$ cat config.mk
export PLATFORM = sky130hd
export DESIGN_NAME = mpeg_audio_frame_header_parser_top
export DESIGN_NICKNAME = d
export VERILOG_FILES = /design/src/rtl/mafhp_pkg.sv /design/src/rtl/mpeg_audio_frame_header_parser_top.sv
export SDC_FILE = /design/constraint.sdc
export NUM_CORES = 1
export LEC_CHECK = 0
export BUFFER_PORTS_ARGS = -buffer_cell sky130_fd_sc_hd__buf_2
export CORE_MARGIN = 2
export CORE_UTILIZATION = 50
export CTS_CLUSTER_SIZE = 8
export DETAILED_ROUTE_END_ITERATION = 7
export PLACE_DENSITY = 0.68
export SYNTH_ARGS = -nofsm -noshare
export SYNTH_HDL_FRONTEND = slang
export SYNTH_SLANG_ARGS = --single-unit
$ cat constraint.sdc
create_clock -name clk -period 11.05 [get_ports clk]
set_clock_uncertainty 0.05 [all_clocks]
set_input_delay 2.21 -clock clk [delete_from_list [all_inputs] [get_ports clk]]
set_output_delay 2.21 -clock clk [all_outputs]
set_load 0.03 [all_outputs]
$ cat src/rtl/mafhp_pkg.sv
// Package for the MPEG audio frame header parser.
// Holds parse phase codes, output kinds, header decode helpers and rate tables.
// No dependencies.
`timescale 1ns / 1ps
package mafhp_pkg;

	localparam logic [2:0] PH_HUNT = 3'd0;
	localparam logic [2:0] PH_TAG  = 3'd1;
	localparam logic [2:0] PH_SKIP = 3'd2;
	localparam logic [2:0] PH_CRC  = 3'd3;
	localparam logic [2:0] PH_DATA = 3'd4;

	localparam logic [1:0] KIND_DATA = 2'd0;
	localparam logic [1:0] KIND_LAST = 2'd1;
	localparam logic [1:0] KIND_HDR  = 2'd2;
	localparam logic [1:0] KIND_BAD  = 2'd3;

	typedef enum logic [2:0] {
		ST_IDLE = 3'b001,
		ST_DIV  = 3'b010,
		ST_FIN  = 3'b100
	} state_t;

	typedef struct packed {
		logic       ver;
		logic [1:0] layer;
		logic       crc;
		logic [3:0] bi;
		logic [1:0] ri;
		logic       pad;
		logic [1:0] mode;
		logic [1:0] ext;
		logic       bad;
		logic [5:0] sb;
		logic [5:0] bound;
	} hdr_t;

	function automatic logic [8:0] kbps(input logic ver, input logic [1:0] layer,
			input logic [3:0] bi);
		logic [8:0] r;
		r = 9'd0;
		if (!ver) begin
			unique case (layer)
				2'd1: r = (bi == 4'd15) ? 9'd0 : 9'(32 * bi);
				2'd2: begin
					unique case (bi)
						4'd1: r = 9'd32;   4'd2: r = 9'd48;   4'd3: r = 9'd56;
						4'd4: r = 9'd64;   4'd5: r = 9'd80;   4'd6: r = 9'd96;
						4'd7: r = 9'd112;  4'd8: r = 9'd128;  4'd9: r = 9'd160;
						4'd10: r = 9'd192; 4'd11: r = 9'd224; 4'd12: r = 9'd256;
						4'd13: r = 9'd320; 4'd14: r = 9'd384;
						default: r = 9'd0;
					endcase
				end
				default: begin
					unique case (bi)
						4'd1: r = 9'd32;   4'd2: r = 9'd40;   4'd3: r = 9'd48;
						4'd4: r = 9'd56;   4'd5: r = 9'd64;   4'd6: r = 9'd80;
						4'd7: r = 9'd96;   4'd8: r = 9'd112;  4'd9: r = 9'd128;
						4'd10: r = 9'd160; 4'd11: r = 9'd192; 4'd12: r = 9'd224;
						4'd13: r = 9'd256; 4'd14: r = 9'd320;
						default: r = 9'd0;
					endcase
				end
			endcase
		end else if (layer == 2'd1) begin
			unique case (bi)
				4'd1: r = 9'd32;   4'd2: r = 9'd48;   4'd3: r = 9'd56;
				4'd4: r = 9'd64;   4'd5: r = 9'd80;   4'd6: r = 9'd96;
				4'd7: r = 9'd112;  4'd8: r = 9'd128;  4'd9: r = 9'd144;
				4'd10: r = 9'd160; 4'd11: r = 9'd176; 4'd12: r = 9'd192;
				4'd13: r = 9'd224; 4'd14: r = 9'd256;
				default: r = 9'd0;
			endcase
		end else begin
			unique case (bi)
				4'd1: r = 9'd8;    4'd2: r = 9'd16;   4'd3: r = 9'd24;
				4'd4: r = 9'd32;   4'd5: r = 9'd40;   4'd6: r = 9'd48;
				4'd7: r = 9'd56;   4'd8: r = 9'd64;   4'd9: r = 9'd80;
				4'd10: r = 9'd96;  4'd11: r = 9'd112; 4'd12: r = 9'd128;
				4'd13: r = 9'd144; 4'd14: r = 9'd160;
				default: r = 9'd0;
			endcase
		end
		return r;
	endfunction

	function automatic logic [16:0] rate_hz(input logic ver, input logic [1:0] ri);
		logic [16:0] r;
		unique case (ri)
			2'd0: r = 17'd44100;
			2'd1: r = 17'd48000;
			default: r = 17'd32000;
		endcase
		return ver ? (r >> 1) : r;
	endfunction

	function automatic hdr_t decode(input logic [31:0] h);
		hdr_t d;
		logic signed [5:0] cbi;
		logic [5:0] b4;
		d.ver   = !h[19];
		unique case (h[18:17])
			2'd1: d.layer = 2'd3;
			2'd2: d.layer = 2'd2;
			2'd3: d.layer = 2'd1;
			default: d.layer = 2'd0;
		endcase
		d.crc   = !h[16];
		d.bi    = h[15:12];
		d.ri    = h[11:10];
		d.pad   = h[9];
		d.mode  = h[7:6];
		d.ext   = h[5:4];
		d.bad   = (d.layer == 2'd0) || (d.bi == 4'd0) || (d.bi == 4'd15) || (d.ri == 2'd3);
		cbi = $signed({2'b00, d.bi});
		if (d.mode != 2'd3)
			cbi = (d.bi == 4'd4) ? 6'sd1 : cbi - 6'sd4;
		if (d.layer == 2'd1)
			d.sb = 6'd32;
		else if (cbi == 6'sd1 || cbi == 6'sd2)
			d.sb = (d.ri == 2'd2) ? 6'd12 : 6'd8;
		else
			d.sb = (d.ri == 2'd1 || (cbi >= 6'sd3 && cbi <= 6'sd5)) ? 6'd27 : 6'd30;
		b4 = {2'b00, d.ext, 2'b00} + 6'd4;
		if (d.mode == 2'd3)
			d.bound = 6'd0;
		else if (d.mode == 2'd1)
			d.bound = (b4 > d.sb) ? d.sb : b4;
		else
			d.bound = d.sb;
		return d;
	endfunction

endpackage

$ cat src/rtl/mpeg_audio_frame_header_parser_top.sv
// Top level of the MPEG audio frame header parser.
// Sync hunt, tag skip, header decode with a bit-serial divider; uses mafhp_pkg.
//
// Channel | Direction | Handshake          | Payload
// in      | input     | in_valid/in_stall   | byte_in
// out     | output    | out_valid/out_stall | kind, byte_value, header fields
//
// Every stream byte takes one cycle while the output slot is free, except a byte that
// completes a good header. That byte loads the divider; the restoring divider then forms
// the frame length one quotient bit per cycle, and a finish step presents the record.
// The result register takes a new item while the previous one leaves.
// Reset clears all control state; payload registers are not reset.
`timescale 1ns / 1ps
module mpeg_audio_frame_header_parser_top import mafhp_pkg::*; (
	input  logic        clk,
	input  logic        arst_n,
	input  logic        in_valid,
	output logic        in_stall,
	input  logic [7:0]  byte_in,
	output logic        out_valid,
	input  logic        out_stall,
	output logic [1:0]  kind,
	output logic [7:0]  byte_value,
	output logic        mpeg_version,
	output logic [1:0]  layer_number,
	output logic        crc_present,
	output logic [3:0]  bitrate_index,
	output logic [1:0]  rate_index,
	output logic [1:0]  channel_mode,
	output logic [5:0]  subband_count,
	output logic [5:0]  stereo_bound,
	output logic [10:0] frame_bytes,
	output logic [10:0] layer3_slots
);

	state_t      state_q;
	logic [31:0] hs_q, hdr_q;
	logic [2:0]  ph_q, tcnt_q;
	logic [27:0] skip_q;
	logic [10:0] pay_q;
	logic [1:0]  crc_q;
	logic [25:0] num_q;
	logic [16:0] div_q, rem_q;
	logic [4:0]  cnt_q;
	logic        out_valid_q;

	logic        acc, slot_free, out_set;
	logic [31:0] hs_sh, th, hs_n;
	logic [2:0]  ph_n, tcnt_n;
	logic [27:0] skip_n, len;
	logic [1:0]  crc_n;
	logic [10:0] pay_n;
	logic        emit_data, emit_last, emit_bad, go_div;
	hdr_t        td, fd;
	logic [2:0]  tc1;
	logic [8:0]  td_kb;
	logic [16:0] td_hz;

	logic [17:0] rem_sh;
	logic        ge;
	logic [12:0] q1, fb, sub_s, sub_p;
	logic [5:0]  side;

	assign slot_free = !out_valid_q || !out_stall;
	assign in_stall  = (state_q != ST_IDLE) || !slot_free;
	assign acc       = in_valid && !in_stall;
	assign out_valid = out_valid_q;

	assign hs_sh = {hs_q[23:0], byte_in};
	assign tc1   = tcnt_q + 3'd1;
	assign len   = {hs_sh[30:24], hs_sh[22:16], hs_sh[14:8], hs_sh[6:0]};

	always_comb begin
		hs_n = hs_q; ph_n = ph_q; tcnt_n = tcnt_q; skip_n = skip_q;
		crc_n = crc_q; pay_n = pay_q;
		emit_data = 1'b0; emit_last = 1'b0; emit_bad = 1'b0; go_div = 1'b0;
		th = hs_sh;
		unique case (ph_q)
			PH_TAG: begin
				hs_n = hs_sh;
				if (byte_in == 8'hff) begin
					ph_n = PH_HUNT;
				end else begin
					tcnt_n = tc1;
					if (tc1 >= 3'd6) begin
						tcnt_n = 3'd0;
						hs_n = 32'd0;
						skip_n = len;
						ph_n = (len != 28'd0) ? PH_SKIP : PH_HUNT;
					end
				end
			end
			PH_SKIP: begin
				if (skip_q != 28'd0)
					skip_n = skip_q - 28'd1;
				if (skip_n == 28'd0) begin
					ph_n = PH_HUNT;
					hs_n = 32'd0;
				end
			end
			PH_CRC: begin
				if (crc_q != 2'd0)
					crc_n = crc_q - 2'd1;
				if (crc_n == 2'd0)
					ph_n = PH_DATA;
			end
			PH_DATA: begin
				emit_data = 1'b1;
				if (pay_q != 11'd0)
					pay_n = pay_q - 11'd1;
				if (pay_n == 11'd0) begin
					emit_last = 1'b1;
					ph_n = PH_HUNT;
					hs_n = 32'd0;
				end
			end
			default: begin
				ph_n = PH_HUNT;
				hs_n = hs_sh;
			end
		endcase
		if (ph_n == PH_HUNT && (ph_q == PH_HUNT || ph_q > PH_DATA ||
				(ph_q == PH_TAG && byte_in == 8'hff))) begin
			if (&th[31:20]) begin
				if (td.bad) begin
					emit_bad = 1'b1;
				end else begin
					go_div = 1'b1;
					hs_n = 32'd0;
				end
			end else if (th[31:24] == 8'h49 && th[23:16] == 8'h44 &&
					th[15:8] == 8'h33 && th[7:0] != 8'hff) begin
				ph_n = PH_TAG;
				tcnt_n = 3'd0;
			end
		end
	end

	assign td    = decode(hs_sh);
	assign fd    = decode(hdr_q);
	assign td_kb = kbps(td.ver, td.layer, td.bi);
	assign td_hz = rate_hz(td.ver, td.ri);

	assign rem_sh = {rem_q, num_q[25]};
	assign ge     = rem_sh >= {1'b0, div_q};

	assign out_set = (state_q == ST_IDLE && acc && (emit_data || emit_bad)) ||
			(state_q == ST_FIN && slot_free);

	always_comb begin
		q1    = {2'b00, num_q[10:0]} + {12'd0, fd.pad};
		fb    = (fd.layer == 2'd1) ? {q1[10:0], 2'b00} : q1;
		side  = fd.ver ? ((fd.mode == 2'd3) ? 6'd9 : 6'd17) :
				((fd.mode == 2'd3) ? 6'd17 : 6'd32);
		sub_p = 13'd4 + {10'd0, fd.crc, 1'b0};
		sub_s = sub_p + {7'd0, side};
	end

	always_ff @(posedge clk or negedge arst_n) begin
		if (!arst_n) begin
			state_q <= ST_IDLE;
			hs_q <= 32'd0; ph_q <= PH_HUNT; tcnt_q <= 3'd0;
			skip_q <= 28'd0; pay_q <= 11'd0; crc_q <= 2'd0;
			cnt_q <= 5'd0; out_valid_q <= 1'b0;
		end else begin
			out_valid_q <= out_set || (out_valid_q && out_stall);
			unique case (state_q)
				ST_IDLE: begin
					if (acc) begin
						hs_q <= hs_n; ph_q <= ph_n; tcnt_q <= tcnt_n;
						skip_q <= skip_n; crc_q <= crc_n; pay_q <= pay_n;
						if (go_div) begin
							state_q <= ST_DIV;
							cnt_q <= 5'd0;
						end
					end
				end
				ST_DIV: begin
					cnt_q <= cnt_q + 5'd1;
					if (cnt_q == 5'd25)
						state_q <= ST_FIN;
				end
				default: begin
					if (slot_free) begin
						state_q <= ST_IDLE;
						if (fb <= sub_p) begin
							ph_q <= PH_HUNT;
						end else begin
							pay_q <= 11'(fb - sub_p);
							crc_q <= {fd.crc, 1'b0};
							ph_q <= fd.crc ? PH_CRC : PH_DATA;
						end
					end
				end
			endcase
		end
	end

	always_ff @(posedge clk) begin
		if (state_q == ST_IDLE && acc && go_div) begin
			hdr_q <= hs_sh;
			rem_q <= 17'd0;
			num_q <= (td.layer == 2'd1) ? 26'd12000 * {17'd0, td_kb}
					: 26'd144000 * {17'd0, td_kb};
			div_q <= (td.ver && td.layer == 2'd3) ? {td_hz[15:0], 1'b0} : td_hz;
		end else if (state_q == ST_DIV) begin
			rem_q <= ge ? 17'(rem_sh - {1'b0, div_q}) : rem_sh[16:0];
			num_q <= {num_q[24:0], ge};
		end
		if (state_q == ST_IDLE && acc && (emit_data || emit_bad)) begin
			kind <= emit_bad ? KIND_BAD : (emit_last ? KIND_LAST : KIND_DATA);
			byte_value <= emit_bad ? 8'd0 : byte_in;
			mpeg_version  <= emit_bad ? td.ver : 1'b0;
			layer_number  <= emit_bad ? td.layer : 2'd0;
			crc_present   <= emit_bad ? td.crc : 1'b0;
			bitrate_index <= emit_bad ? td.bi : 4'd0;
			rate_index    <= emit_bad ? td.ri : 2'd0;
			channel_mode  <= emit_bad ? td.mode : 2'd0;
			subband_count <= 6'd0;
			stereo_bound  <= 6'd0;
			frame_bytes   <= 11'd0;
			layer3_slots  <= 11'd0;
		end else if (state_q == ST_FIN && slot_free) begin
			kind <= KIND_HDR;
			byte_value <= 8'd0;
			mpeg_version  <= fd.ver;
			layer_number  <= fd.layer;
			crc_present   <= fd.crc;
			bitrate_index <= fd.bi;
			rate_index    <= fd.ri;
			channel_mode  <= fd.mode;
			subband_count <= fd.sb;
			stereo_bound  <= fd.bound;
			frame_bytes   <= fb[10:0];
			layer3_slots  <= (fd.layer == 2'd3 && fb > sub_s) ? 11'(fb - sub_s) : 11'd0;
		end
	end

	a_onehot: assert property (@(posedge clk) disable iff (!arst_n) $onehot(state_q))
		else $error("state register lost its one-hot code");
	a_busy: assert property (@(posedge clk) disable iff (!arst_n)
		(state_q == ST_DIV) |-> in_stall)
		else $error("input taken while the divider runs");
	a_fin: assert property (@(posedge clk) disable iff (!arst_n)
		(state_q == ST_FIN && slot_free) |=> (out_valid && kind == KIND_HDR))
		else $error("header record not presented after the division");

endmodule
; ---- After elaboration in Yosys (flattened, before gate mapping)
; Memories as Yosys holds them, arrays and structs flattened.
; Cells that the tools add are included.
[totals]
regBits = 224
mem_bits_ro = 368
inputBits = 12
out_inout_bits = 58
word_cells = 275
mem_count = 4
[op_classes]
n_addsub = 13
mul = 2
order_cmp = 8
n_eq_ne = 44
muxes = 117
bitwise_logic = 1
n_reduce_logical = 60
[memory_table]
columns = name, depth, word_bits, rd, rd_ports_with_merged_regs, write_ports, line_no
row1 = (no name shown), 16, 6, 1, 0, 0, mafhp_pkg.sv:46  ; unique case (bi)
row2 = (no name shown), 16, 6, 1, 0, 0, mafhp_pkg.sv:56  ; unique case (bi)
row3 = (no name shown), 16, 6, 1, 0, 0, mafhp_pkg.sv:67  ; unique case (bi)
row4 = (no name shown), 16, 5, 1, 0, 0, mafhp_pkg.sv:76  ; unique case (bi)
[op_table]
columns = cell, count
row1 = 32-bit 2-to-1 mux, 7
row2 = 32-bit one-hot mux with 4 select lines, 1
row3 = 28-bit 2-to-1 mux, 4
row4 = 26-bit 2-to-1 mux, 3
row5 = 11-bit 2-to-1 mux, 7
row6 = 3-bit 2-to-1 mux, 24
row7 = 28-bit one-hot mux with 2 select lines, 1
row8 = 28-bit nonzero test, 2
row9 = 6-bit 2-to-1 mux, 8
row10 = 2-bit 2-to-1 mux, 19
row11 = 17-bit 2-to-1 mux, 2
row12 = 16-bit one-hot mux with 2 select lines, 1
row13 = 28-bit zero test, 1
row14 = 28-bit by 1-bit subtractor with 28-bit output (second input constant), 1
row15 = 9-bit 2-to-1 mux, 3
row16 = 8-bit 2-to-1 mux, 3
row17 = 11-bit one-hot mux with 2 select lines, 1
row18 = 2-bit equality test (second input constant), 10
row19 = 5-bit 2-to-1 mux, 4
row20 = 11-bit by 9-bit multiplier with 19-bit output (first input constant), 1
row21 = 18-bit by 17-bit greater-or-equal comparator with 1-bit output, 1
row22 = 9-bit by 9-bit multiplier with 18-bit output (first input constant), 1
row23 = 9-bit one-hot mux with 2 select lines, 1
row24 = 17-bit subtractor, 1
row25 = 59 further kinds, 138

; ---- Longest topological paths before layout
[logic_depth]
ltp_word = 13
ltp_mapped = 30
mapped_depth_nobuf = 29

; ---- Worst setup path after synthesis
; OpenSTA, ideal clock, no wires.
[synth_path]
path_type = register -> register
startpoint = reg hs_q[4]
endpoint = reg num_q[22], data pin
setup_ns = 0.268
t_arrival_ns = 5.880
required_ns = 10.732
slack_ns = 4.853
path_stages_with_launch = 25
path_buffers = 1
period_less_slack_ns = 6.197
cell_sequence = dfrtp_1 > clkbuf_1 > inv_1 > ha_1 > nor3b_1 > a21oi_1 > o311a_1 > o21ai_0 > fa_1 > inv_1 > fa_1 > inv_1 > fa_1 > ha_1 > inv_1 > fa_1 > nor2b_1 > o21ai_0 > a21boi_0 > o21a_1 > o21ai_0 > a2111oi_0 > o21ai_0 > a31oi_1 > o21ai_0
[synth_between]
elab_chain_cells = 10
word_cells_on_any_way = 28
classes_between = mul (2) / eq/ne (1) / mux (13) / reduce/logical (8) / memory (4)
[synth_lines]
columns = element, line_no
row1 = from (decl), mpeg_audio_frame_header_parser_top.sv:37  ; logic [31:0] hs_q, hdr_q;
row2 = from (signal assigned), mpeg_audio_frame_header_parser_top.sv:170  ; hs_q <= hs_n; ph_q <= ph_n; tcnt_q <= tcnt_n;
row3 = "parallel branches: the longest is 9 deep, another holds 11-bit by 9-bit multiplier with 19-bit output", -
row4 = 26-bit 2-to-1 mux (*), mpeg_audio_frame_header_parser_top.sv:200  ; if (state_q == ST_IDLE && acc && go_div) begin
row5 = to (signal assigned), mpeg_audio_frame_header_parser_top.sv:203  ; num_q <= (td.layer == 2'd1) ? 26'd12000 * {17'd0, td_kb}
row6 = to (signal assigned), mpeg_audio_frame_header_parser_top.sv:208  ; num_q <= {num_q[24:0], ge};
row7 = to (decl), mpeg_audio_frame_header_parser_top.sv:42  ; logic [25:0] num_q;
; Every way passes the cells marked *.
; A chain may end at the register's enable or synchronous reset.

; ---- Final worst setup path
[layout_path]
startpoint = reg hs_q[6]
endpoint = reg num_q[22], data pin
; Same word-level chain as after synthesis.

==> results.json <==
{
  "cts_resized": 0,
  "total_power_mw": 3.87,
  "grt_max_degree": 62,
  "synth_common_cells": "nand2_1, o21ai_0, nor2_1, ha_1, a21oi_1",
  "maxCapViolCount": 0,
  "cp.arrival_ns": 7.28,
  "fillCellCount": 2610,
  "final-seq-area_um2": 5320,
  "synthArstFlopShare_pct": 38.6,
  "synthesis.area_um2": 14700,
  "crit_path_start_kind": "register",
  "drtIter0Drc": 1154,
  "area_growth_pct": 9.57,
  "grt_pass1_vias": 12000,
  "tns_ns": 0,
  "multi_input_area_um2": 8570,
  "cts_max_path_buffers": 3,
  "hold_class": "reg -> reg",
  "fin_nets": 1840,
  "min_from": "frame_bytes[1]",
  "rows": 62,
  "grt_first_pass_wirelength_um": 64400,
  "relSlewSlack_pct": 15.3,
  "worst_path_largest_cell_delay_ns": 0.89,
  "cts-root-buf": "clkbuf_16",
  "cts_tree": "built",
  "clock-sinks": 207,
  "syn_area_per_cell_um2": 8.84,
  "io_pins": 70,
  "status": "finished, final reports clean",
  "n_antenna_cell": 0,
  "reg2regPathDepth": 26,
  "antenna_found_initial": 0,
  "die-area_um2": 30800,
  "fin_ws_ns": 3.98,
  "synth-edff-count": 77,
  "hold_end": "frame_bytes[1]",
  "setup_viol": 0,
  "gp_congestion": 0.908,
  "rsz0062_at_grt": "false",
  "final-max-slew-violation-count": 0,
  "worstSetupPathType": "reg -> reg",
  "worst_slew_pin_slew_ns": 1.27,
  "synthCells": 1664,
  "synth_flop_cell": "dfrtp_1",
  "p_leak_nw": 6.95,
  "fmax_ghz": 0.141,
  "endpoint_kind": "register",
  "hold_viol": 0,
  "grt_overflow_total": 0,
  "drc": 0,
  "avgRoutedWirePerCell_um": 18.8,
  "fin_util_pct": 55.9,
  "synth_top_cell_area_share_pct": 15.7,
  "cts-htree-levels": 1,
  "first_pass_iters": 5,
  "synth_cell_type_count": 89,
  "dp_hpwl_um": 28600,
  "drt_wl_total_um": 39200,
  "ir_drop_mv": 0.214,
  "regToRegSetupSlack_ns": 3.98,
  "yosysTopAreaCell": "edfxtp_1",
  "power.density_nw_per_um2": 240,
  "drive_gt1_share_pct": 9.43,
  "clk-insertion-delay-late_ns": 0.57,
  "cpMaxStageDelayCell": "dfrtp_1",
  "rr_startpoint": "hs_q[6]",
  "die_h_um": 176,
  "antenna_left": 0,
  "holdBufCountCts": 0,
  "ys_seq_area_share_pct": 36.1,
  "synth.area.top_cells": "edfxtp_1, dfrtp_1, ha_1, dfxtp_1, o21ai_0",
  "syn-num-nets": 1820,
  "port_buffers": 69,
  "cpMostUsedCell": "o21ai_0",
  "fin_crit_ns": 7.07,
  "synth_warnings": 0,
  "core-area_um2": 28900,
  "finalCritPeriodShare_pct": 64.0,
  "timing.rr.end": "num_q[22]",
  "die_width_um": 176,
  "cts_buffers": 30,
  "cts.reportedPaths.clkPinSlew_ns": 0.06,
  "synth.most_common_cell": "nand2_1",
  "start_util_pct": 51.0,
  "cts_setup_buffers": 0,
  "min_path_cells": 2,
  "grtUsageTotal_pct": 25.6,
  "cp_data_required_time_ns": 11.26,
  "via_count": 12700,
  "ys_seq_elements": 207,
  "via_per_inst": 6.07,
  "cp_max_fo": 26,
  "pre_cts_ws_ns": 4.04
}
[report_power, final]
group / switching, mW / internal, mW
clock network: 0.341 / 0.512
registers: 0.165 / 0.886
logic: 1.12 / 0.844
total: 1.63 / 2.24
[layout make-up]
| cell class | count | share of cell area, % |
|---|---|---|
| clock inverter | 2 | 0.140 |
| tap | 384 | 2.98 |
| inverter | 112 | 2.61 |
| sequential | 207 | 33.0 |
| multi-input combinational | 1249 | 53.2 |
| clock buffer | 53 | 5.25 |
| timing repair buffer | 84 | 2.86 |
[worst max-delay path: cells and delay by family, from the launching register on]
kind | cells | cell delay, ns
fa+ha+maj | 5 | 2.35
simple gates | 3 | 0.28
compound gates | 14 | 2.61
buf+inv | 4 | 0.56
flops | 1 | 0.89
[cell usage in the layout, fill, tap and decap left out, drive strengths merged, types with 10 or more instances in the layout]
master,count
a21oi,111
and3,10
xor2,21
buf,84
fa,23
o21ai,139
clkbuf,53
a21o,17
dfrtp,79
nand2,151
and2,21
a31oi,16
nand3,52
inv,110
edfxtp,77
nand2b,16
a22oi,15
or2,14
o22ai,12
a32o,14
a211oi,13
nor2,130
xnor2,32
nor4,29
mux2i,32
dfxtp,50
ha,121
nor2b,14
a22o,22
nor3,46
or3,17
o31ai,10
nand4,19
[state kept, by name, indices dropped and copies added (netlist names), 3 cells and up]
register       flops
bitrate_index      4
byte_value         8
cnt_q              5
div_q             14
frame_bytes       11
hdr_q             15
hs_q              24
layer3_slots      11
num_q             26
pay_q             11
ph_q               3
rem_q             17
skip_q            28
state_q            3
stereo_bound       6
subband_count      5
tcnt_q             3
[routing by layer]
layer,up-vias,GRT usage [%],routed length (um)
met5,-,0,0
met4,0,6.89,977
met3,69,3.10,2220
met2,421,40.7,17800
met1,6107,37.1,18200
li1,6093,-,-
[metrics by stage]
step | hold WS, ns | cell area, um^2 | instances
2_1_floorplan | 0.373 | 14700 | 1664
5_1_grt | 0.427 | 16100 | 2091
6_report | 0.401 | 16100 | 2091
4_1_cts | 0.402 | 16100 | 2091
3_3_place_gp | 0.395 | 15300 | 2036
3_5_place_dp | 0.396 | 15300 | 2036
[how the worst max path moves through the flow]
stage	start	endpoint	slack [ns]	depth (start not counted)
2_1_floorplan	hs_q[4]	num_q[22]	4.85	24
3_3_place_gp	hs_q[6]	num_q[22]	4.12	26
3_5_place_dp	hs_q[6]	num_q[22]	4.04	26
4_1_cts	hs_q[6]	num_q[22]	3.99	26
5_1_grt	hs_q[6]	num_q[22]	3.34	26
6_report	hs_q[6]	num_q[22]	3.98	26
[logic make-up (layout without fill, tap and decap cells)]
group / count (synthesis) / count (layout) / share of synthesized area [%]
and+or+nand+nor: 553 / 553 / 18.6
AOI/OAI and AO/OA: 461 / 461 / 20.4
buffers and inverters: 208 / 251 / 5.77
DFF: 207 / 207 / 36.1
adders and majority gates: 144 / 144 / 13.4
xor gates and xnor gates: 53 / 53 / 3.16
muxes: 37 / 37 / 2.56
other: 1 / 1 / 0.0255
(Power assumes the default switching activity.)
